<file path="config.mk">
export PLATFORM = sky130hd
export DESIGN_NAME = lfu_page_replacement
export DESIGN_NICKNAME = d
export VERILOG_FILES = /design/src/hw/rtl/lfu_pkg.sv /design/src/hw/rtl/lfu_ram.sv /design/src/hw/rtl/lfu_scan.sv /design/src/hw/rtl/lfu_page_replacement.sv
export SDC_FILE = /design/constraint.sdc
export NUM_CORES = 1
export LEC_CHECK = 0
export BUFFER_PORTS_ARGS = -buffer_cell sky130_fd_sc_hd__buf_2
export CORE_MARGIN = 1.5
export CORE_UTILIZATION = 63
export CTS_CLUSTER_DIAMETER = 120
export CTS_CLUSTER_SIZE = 25
export DETAILED_ROUTE_END_ITERATION = 8
export HOLD_SLACK_MARGIN = 0.15
export PLACE_DENSITY = 0.85
export SLEW_MARGIN = 10
export SYNTH_ARGS = -nofsm -noshare
export SYNTH_HDL_FRONTEND = slang
export SYNTH_SLANG_ARGS = --single-unit
</file>
<file path="constraint.sdc">
create_clock -name clk_i -period 13 [get_ports clk_i]
set_clock_uncertainty 0.1 [all_clocks]
set_input_delay 3.25 -clock clk_i [delete_from_list [all_inputs] [get_ports clk_i]]
set_output_delay 3.25 -clock clk_i [all_outputs]
set_load 0.03 [all_outputs]
</file>
<file path="src/hw/rtl/lfu_pkg.sv">
// package of the lfu page replacement block: field widths, defaults, scan control type
// depends on nothing; used by lfu_scan and lfu_page_replacement
package lfu_pkg;

  localparam int FRAME_COUNT_DEF = 16;
  localparam int PAGE_BITS_DEF   = 16;
  localparam int COUNT_BITS_DEF  = 16;

  localparam int PAGE_W  = 16;
  localparam int SLOT_W  = 4;
  localparam int FAULT_W = 32;
  localparam int CFG_W   = 5;

  localparam logic [CFG_W-1:0] ACTIVE_RESET = 5'd16;

  // control of the shared compare unit for one frame of the scan
  typedef struct packed {
    logic clear;  // new request, drop the previous hit
    logic step;   // a frame word is on the read port
    logic first;  // that word belongs to frame zero
  } scan_ctl_t;

endpackage

</file>
<file path="src/hw/rtl/lfu_ram.sv">
// generic single-port-write, single-port-read ram with registered read data
// depends on nothing
module lfu_ram #(
  parameter int WIDTH = 32,
  parameter int DEPTH = 16,
  parameter int AW    = (DEPTH > 1) ? $clog2(DEPTH) : 1
) (
  input  logic             clk_i,
  input  logic             we_i,
  input  logic [AW-1:0]    waddr_i,
  input  logic [WIDTH-1:0] wdata_i,
  input  logic             re_i,
  input  logic [AW-1:0]    raddr_i,
  output logic [WIDTH-1:0] rdata_o
);

  logic [WIDTH-1:0] mem_q [DEPTH];
  logic [WIDTH-1:0] rdata_q;

  always_ff @(posedge clk_i) begin
    if (we_i) begin
      mem_q[waddr_i] <= wdata_i;
    end
    if (re_i) begin
      rdata_q <= mem_q[raddr_i];
    end
  end

  assign rdata_o = rdata_q;

endmodule

</file>
<file path="src/hw/rtl/lfu_scan.sv">
// shared compare unit: one frame per step, tracks first hit and least-used frame
// depends on lfu_pkg
module lfu_scan
  import lfu_pkg::*;
#(
  parameter int PAGE_BITS  = PAGE_BITS_DEF,
  parameter int COUNT_BITS = COUNT_BITS_DEF,
  parameter int IDX_W      = 4
) (
  input  logic                  clk_i,
  input  logic                  rst_ni,
  input  scan_ctl_t             ctl_i,
  input  logic [IDX_W-1:0]      idx_i,
  input  logic [PAGE_BITS-1:0]  page_i,
  input  logic                  valid_i,
  input  logic [PAGE_BITS-1:0]  tag_i,
  input  logic [COUNT_BITS-1:0] cnt_i,
  output logic                  found_o,
  output logic [IDX_W-1:0]      hit_idx_o,
  output logic [COUNT_BITS-1:0] hit_cnt_o,
  output logic [IDX_W-1:0]      victim_o,
  output logic                  victim_valid_o,
  output logic [PAGE_BITS-1:0]  victim_tag_o
);

  logic                  found_q;
  logic [IDX_W-1:0]      hit_idx_q;
  logic [COUNT_BITS-1:0] hit_cnt_q;
  logic [COUNT_BITS-1:0] min_q;
  logic [IDX_W-1:0]      victim_q;
  logic                  victim_valid_q;
  logic [PAGE_BITS-1:0]  victim_tag_q;
  logic [COUNT_BITS-1:0] eff_cnt;
  logic                  is_hit;
  logic                  is_min;

  // empty frames weigh as zero uses
  assign eff_cnt = valid_i ? cnt_i : '0;
  assign is_hit  = !found_q && valid_i && (tag_i == page_i);
  assign is_min  = ctl_i.first || (eff_cnt < min_q);

  always_ff @(posedge clk_i or negedge rst_ni) begin
    if (!rst_ni) begin
      found_q <= 1'b0;
    end else if (ctl_i.clear) begin
      found_q <= 1'b0;
    end else if (ctl_i.step && is_hit) begin
      found_q <= 1'b1;
    end
  end

  always_ff @(posedge clk_i) begin
    if (ctl_i.step && is_hit) begin
      hit_idx_q <= idx_i;
      hit_cnt_q <= cnt_i;
    end
    if (ctl_i.step && is_min) begin
      min_q          <= eff_cnt;
      victim_q       <= idx_i;
      victim_valid_q <= valid_i;
      victim_tag_q   <= tag_i;
    end
  end

  assign found_o        = found_q;
  assign hit_idx_o      = hit_idx_q;
  assign hit_cnt_o      = hit_cnt_q;
  assign victim_o       = victim_q;
  assign victim_valid_o = victim_valid_q;
  assign victim_tag_o   = victim_tag_q;

endmodule

</file>
<file path="src/hw/rtl/lfu_page_replacement.sv">
// top level of the lfu page replacement block: sequencer, frame ram, valid bits, results
// depends on lfu_pkg, lfu_ram, lfu_scan
//
//   channel | direction | handshake                | payload
//   --------+-----------+--------------------------+---------------------------------------
//   cfg     | in        | cfg_we_i (no wait)       | cfg_wdata_i (active_frames)
//   in      | in        | in_valid_i / in_ready_o  | page_i
//   out     | out       | out_valid_o / out_ready_i| hit_o slot_o evicted_valid_o
//           |           |                          | evicted_page_o fault_total_o
//
// a request runs from accept to the next in_ready_o through one ram read per active frame
// via the shared compare unit, one drain and one write-back
// reset leaves all frames empty, active_frames 16 and the fault count at zero
// the result sits in an output register; a new request is taken while it waits, and
// write-back stalls only when the previous result has not been taken yet
module lfu_page_replacement
  import lfu_pkg::*;
#(
  parameter int FRAME_COUNT = FRAME_COUNT_DEF,
  parameter int PAGE_BITS   = PAGE_BITS_DEF,
  parameter int COUNT_BITS  = COUNT_BITS_DEF
) (
  input  logic               clk_i,
  input  logic               rst_ni,
  input  logic               cfg_we_i,
  input  logic [CFG_W-1:0]   cfg_wdata_i,
  input  logic               in_valid_i,
  output logic               in_ready_o,
  input  logic [PAGE_W-1:0]  page_i,
  output logic               out_valid_o,
  input  logic               out_ready_i,
  output logic               hit_o,
  output logic [SLOT_W-1:0]  slot_o,
  output logic               evicted_valid_o,
  output logic [PAGE_W-1:0]  evicted_page_o,
  output logic [FAULT_W-1:0] fault_total_o
);

  localparam int IDX_W  = (FRAME_COUNT > 1) ? $clog2(FRAME_COUNT) : 1;
  localparam int WORD_W = PAGE_BITS + COUNT_BITS;

  localparam logic [1:0] ST_IDLE  = 2'd0;
  localparam logic [1:0] ST_SCAN  = 2'd1;
  localparam logic [1:0] ST_DRAIN = 2'd2;
  localparam logic [1:0] ST_WRITE = 2'd3;

  logic [1:0]             state_q, state_d;
  logic [CFG_W-1:0]       active_q;
  logic [IDX_W-1:0]       last_d, last_q;
  logic [IDX_W-1:0]       rd_idx_q;
  logic [IDX_W-1:0]       cmp_idx_q;
  logic                   cmp_vld_q;
  logic [PAGE_BITS-1:0]   page_q;
  logic [FRAME_COUNT-1:0] valid_q;
  logic [FAULT_W-1:0]     fault_q, fault_d;

  logic                   in_acc;
  logic                   out_free;
  logic                   wb_go;
  scan_ctl_t              scan_ctl;

  logic                   ram_we;
  logic [IDX_W-1:0]       ram_waddr;
  logic [WORD_W-1:0]      ram_wdata;
  logic                   ram_re;
  logic [WORD_W-1:0]      ram_rdata;

  logic                   found;
  logic [IDX_W-1:0]       hit_idx;
  logic [COUNT_BITS-1:0]  hit_cnt;
  logic [IDX_W-1:0]       victim;
  logic                   victim_valid;
  logic [PAGE_BITS-1:0]   victim_tag;
  logic [COUNT_BITS-1:0]  hit_cnt_inc;
  logic                   evict;

  logic                   out_valid_q;
  logic                   hit_q;
  logic [SLOT_W-1:0]      slot_q;
  logic                   ev_valid_q;
  logic [PAGE_W-1:0]      ev_page_q;
  logic [FAULT_W-1:0]     fault_out_q;

  assign in_ready_o = (state_q == ST_IDLE);
  assign in_acc     = in_valid_i && in_ready_o;
  assign out_free   = !out_valid_q || out_ready_i;
  assign wb_go      = (state_q == ST_WRITE) && out_free;

  // zero active frames acts as one, anything above the frame count as the frame count
  always_comb begin
    if (active_q == '0) begin
      last_d = '0;
    end else if (int'(active_q) > FRAME_COUNT) begin
      last_d = IDX_W'(FRAME_COUNT - 1);
    end else begin
      last_d = IDX_W'(active_q - 5'd1);
    end
  end

  always_comb begin
    state_d = state_q;
    case (state_q)
      ST_IDLE: begin
        if (in_acc) begin
          state_d = ST_SCAN;
        end
      end
      ST_SCAN: begin
        if (rd_idx_q == last_q) begin
          state_d = ST_DRAIN;
        end
      end
      ST_DRAIN: begin
        state_d = ST_WRITE;
      end
      ST_WRITE: begin
        if (out_free) begin
          state_d = ST_IDLE;
        end
      end
      default: begin
        state_d = ST_IDLE;
      end
    endcase
  end

  always_ff @(posedge clk_i or negedge rst_ni) begin
    if (!rst_ni) begin
      state_q   <= ST_IDLE;
      active_q  <= ACTIVE_RESET;
      valid_q   <= '0;
      fault_q   <= '0;
      cmp_vld_q <= 1'b0;
      out_valid_q <= 1'b0;
    end else begin
      state_q   <= state_d;
      cmp_vld_q <= (state_q == ST_SCAN);
      if (cfg_we_i) begin
        active_q <= cfg_wdata_i;
      end
      if (wb_go) begin
        fault_q <= fault_d;
        if (!found) begin
          valid_q[victim] <= 1'b1;
        end
      end
      if (wb_go) begin
        out_valid_q <= 1'b1;
      end else if (out_ready_i) begin
        out_valid_q <= 1'b0;
      end
    end
  end

  always_ff @(posedge clk_i) begin
    if (in_acc) begin
      page_q   <= PAGE_BITS'(page_i);
      last_q   <= last_d;
      rd_idx_q <= '0;
    end else if (state_q == ST_SCAN) begin
      rd_idx_q <= IDX_W'(rd_idx_q + 1'b1);
    end
    cmp_idx_q <= rd_idx_q;
    if (wb_go) begin
      hit_q       <= found;
      slot_q      <= SLOT_W'(found ? hit_idx : victim);
      ev_valid_q  <= evict;
      ev_page_q   <= evict ? PAGE_W'(victim_tag) : '0;
      fault_out_q <= fault_d;
    end
  end

  assign scan_ctl.clear = in_acc;
  assign scan_ctl.step  = cmp_vld_q;
  assign scan_ctl.first = (cmp_idx_q == '0);

  assign ram_re    = (state_q == ST_SCAN);
  assign ram_we    = wb_go;
  assign ram_waddr = found ? hit_idx : victim;
  assign ram_wdata = found ? {page_q, hit_cnt_inc} : {page_q, COUNT_BITS'(1)};

  assign hit_cnt_inc = (&hit_cnt) ? hit_cnt : COUNT_BITS'(hit_cnt + 1'b1);
  assign evict       = !found && victim_valid;
  assign fault_d     = (found || (&fault_q)) ? fault_q : FAULT_W'(fault_q + 1'b1);

  lfu_ram #(
    .WIDTH (WORD_W),
    .DEPTH (FRAME_COUNT),
    .AW    (IDX_W)
  ) u_frame_ram (
    .clk_i   (clk_i),
    .we_i    (ram_we),
    .waddr_i (ram_waddr),
    .wdata_i (ram_wdata),
    .re_i    (ram_re),
    .raddr_i (rd_idx_q),
    .rdata_o (ram_rdata)
  );

  lfu_scan #(
    .PAGE_BITS  (PAGE_BITS),
    .COUNT_BITS (COUNT_BITS),
    .IDX_W      (IDX_W)
  ) u_scan (
    .clk_i          (clk_i),
    .rst_ni         (rst_ni),
    .ctl_i          (scan_ctl),
    .idx_i          (cmp_idx_q),
    .page_i         (page_q),
    .valid_i        (valid_q[cmp_idx_q]),
    .tag_i          (ram_rdata[WORD_W-1:COUNT_BITS]),
    .cnt_i          (ram_rdata[COUNT_BITS-1:0]),
    .found_o        (found),
    .hit_idx_o      (hit_idx),
    .hit_cnt_o      (hit_cnt),
    .victim_o       (victim),
    .victim_valid_o (victim_valid),
    .victim_tag_o   (victim_tag)
  );

  assign out_valid_o     = out_valid_q;
  assign hit_o           = hit_q;
  assign slot_o          = slot_q;
  assign evicted_valid_o = ev_valid_q;
  assign evicted_page_o  = ev_page_q;
  assign fault_total_o   = fault_out_q;

endmodule

</file>
==> run summary <==
Outcome: finished, final reports clean
Syn-to-layout area delta: 7.796%
Slew @ Worst Pin: 1.343 ns
Hold crit path type: reg2reg
Endpoints failing hold: 0
Compound-gate portion of the synthesized area: 1.487%
Largest net degree at the start of global routing: 100
Clk slew on worst S/H paths: 0.10 ns
Post-synthesis sequential area ratio: 75.16%
Crit-path cells: buf_2 > nand2b_1 > nand2_1 > nor2_1 > nand2_1 > nor2_4
Rows: 78
Crit path capture type: flop
Post-route DRC: 0
Worst slew margin: 10.16%
FF+latch count, synth: 741
Die Width: 218.0 um
Final Max Tran Viols: 0
Top cells by count, synth: edfxtp_1, mux4_2, nand2_1
Top post-synthesis cells by area: edfxtp_1, mux4_2, dfrtp_1, xor2_1, xnor2_1
CTS max path bufs: 3
Core ar.: 0.04548 mm^2
Port Buffer Count: 81
WL per Instance: 29.65 um
Crit path required time: 13.11 ns
Largest family of logic cells by synthesized area: multiplexers
Root buffer cell: clkbuf_16
Number of global-route vias before repair: 14532
Asr flop ratio synth: 7.827%
Final setup viols: 0
# IOs: 82
Top_reg_cell synth: edfxtp_1
Mux cell area share after synthesis: 13.16%
Synth unique cells: 57
Final design utilization: 69.01%
Max-cap violations: 0
CP max stage delay: 0.92 ns
Tmin final: 5.557 ns
Most numerous cell in the Yosys netlist: edfxtp_1
Area fraction of the dominant cell type after synthesis: 69.62%
Nets: 1597
Synthesized-area fraction occupied by adder cells: 1.023%
Iter 0 DRT Violations: 2296
Setup TNS: 0 ns
Crit path max fanout: 32
Period utilization: 42.75%
Global-route usage over all layers: 27.91%
Reg2Reg Setup Slack: 8.45 ns
Die height: 218.0 um
Hold_buf cts: 0
WS Path Type: in2reg
Syn_nets: 1517
H-tree depth: 2
F_max: 180.0 MHz
Leak: 10.49 nW
Clock sink total: 741
Routed vias/inst: 6.764
CTS resizes: 0
DRT Pass-1 Iters: 5
Initial Util: 64.02%
Area of the mapped netlist: 0.02911 mm^2
CTS tree: yes
RSZ-0062 raised after global routing: false
Cell taking the most area after synthesis: edfxtp_1
Power per Cell Area: 197.2 mW/mm^2
Final hold slack: 0.3569 ns
Post-synth EDFFs: 675
Post-DP HPWL: 38150 um
Vias: 14665
Routed WL: 64270 um
Die area: 0.04751 mm^2
XOR/XNOR Fraction of Synth Area: 2.798%
Total CTS buffers: 35
Final ANT Viol Nets: 0
Crit start category: primary input
Syn Area/Cell: 19.83 um^2
Clock Latency Late Sink: 0.60 ns
Final GP Congestion: 0.8824
Post-CTS setup buffer count: 0
Global-route wire length before repair: 95110 um
Antenna Cells: 0
CP Data Arrival Time: 5.67 ns
Yosys Warn Count: 0
Critical-path top delay cell: nor2_4
Most used cell, CP: nand2_1
Initial antenna violation count: 0
Cell count after synthesis: 1468
GRT overflow: 0
Share of layout cells above drive strength 1: 22.96%
Post-Synth Simple-Gate Area: 4.955%
Worst vdd ir: 0.0001671 V
-- power by group --
group	internal, mW	switching [mW]	total [mW]
logic	0.670	0.987	1.66
registers	3.04	0.260	3.30
clock network	0.526	0.708	1.23
-- per-stage QoR --
step	setup WS, ns	instance area, um^2	power [mW]	cells
finish	7.443	31380	6.188	2168
global placement	6.986	30320	4.885	2109
floorplan	7.018	29110	4.395	1468
detailed placement	6.915	30320	4.972	2109
global route	7.268	31380	6.399	2168
CTS	7.537	31330	6.196	2166
-- critical path: cells and delay by family --
| kind | cells | cell delay (ns) |
|---|---|---|
| buffers and inverters | 1 | 0.11 |
| and+or+nand+nor | 5 | 2.28 |
-- worst paths after layout --
path                                          from                      end  cells after the start
min in group asynchronous                   rst_ni              fault_q[25]                      2
min                        u_frame_ram.rdata_o[12]     u_scan.hit_cnt_o[12]                      0
max in group asynchronous                   rst_ni              fault_q[10]                      2
max                                    out_ready_i  u_frame_ram.mem_q[8][3]                      6
min reg2reg                u_frame_ram.rdata_o[12]     u_scan.hit_cnt_o[12]                      0
max reg2reg                           cmp_idx_q[2]  u_scan.victim_tag_o[13]                     11
-- per-layer routing --
| layer | global-route usage, % | wire (um) |
|---|---|---|
| met1 | 40.50 | 24160 |
| met2 | 44.84 | 31520 |
| met3 | 4.714 | 6956 |
| met4 | 7.540 | 1636 |
| met5 | 0 | 0 |
-- logic make-up after synthesis --
kind of cell | Yosys count
AND/OR/NAND/NOR | 274
AO/OA/AOI/OAI | 66
adder cells (fa/ha/maj) | 24
multiplexers | 177
XOR/XNOR | 93
flip-flops | 741
buffers and inverters | 93
-- sequential cells by signal (all words and copies together), names as in the netlist, 5 cells and up --
name,cells
active_q,5
evicted_page_o,16
fault_q,32
fault_total_o,32
page_q,16
u_frame_ram.mem_q,512
u_frame_ram.rdata_o,32
u_scan.hit_cnt_o,16
u_scan.min_q,16
u_scan.victim_tag_o,16
valid_q,16
-- layout make-up --
class	instances	area, um^2
Clock buffer	54	968.4
Clock inverter	3	36.28
Inverter	31	116.4
Timing Repair Buffer	105	623.1
Fill cell	2682	14090
Sequential cell	741	21890
Tap cell	600	750.7
Multi-Input combinational cell	634	6997
-- layout by cell type (no fill, tap or decap), types with 17 or more instances in the layout --
cell type  synthesis  final
nand4_1           21     21
nor2_1            46     29
clkbuf_1          35     18
clkbuf_16          0     36
xnor2_1           42     42
nor2b_1           20     19
edfxtp_1         675    675
o21ai_0           17     17
inv_1             30     30
buf_2             10     81
and2_1            22     22
ha_1              23     22
nand2_1           66     66
xor2_1            51     51
mux4_2           164    164
nor3_1            24     24
nand3_1           25     25
dfrtp_1           57     57
buf_4              1     21
No activity file was read; power rests on OpenSTA's default activity.
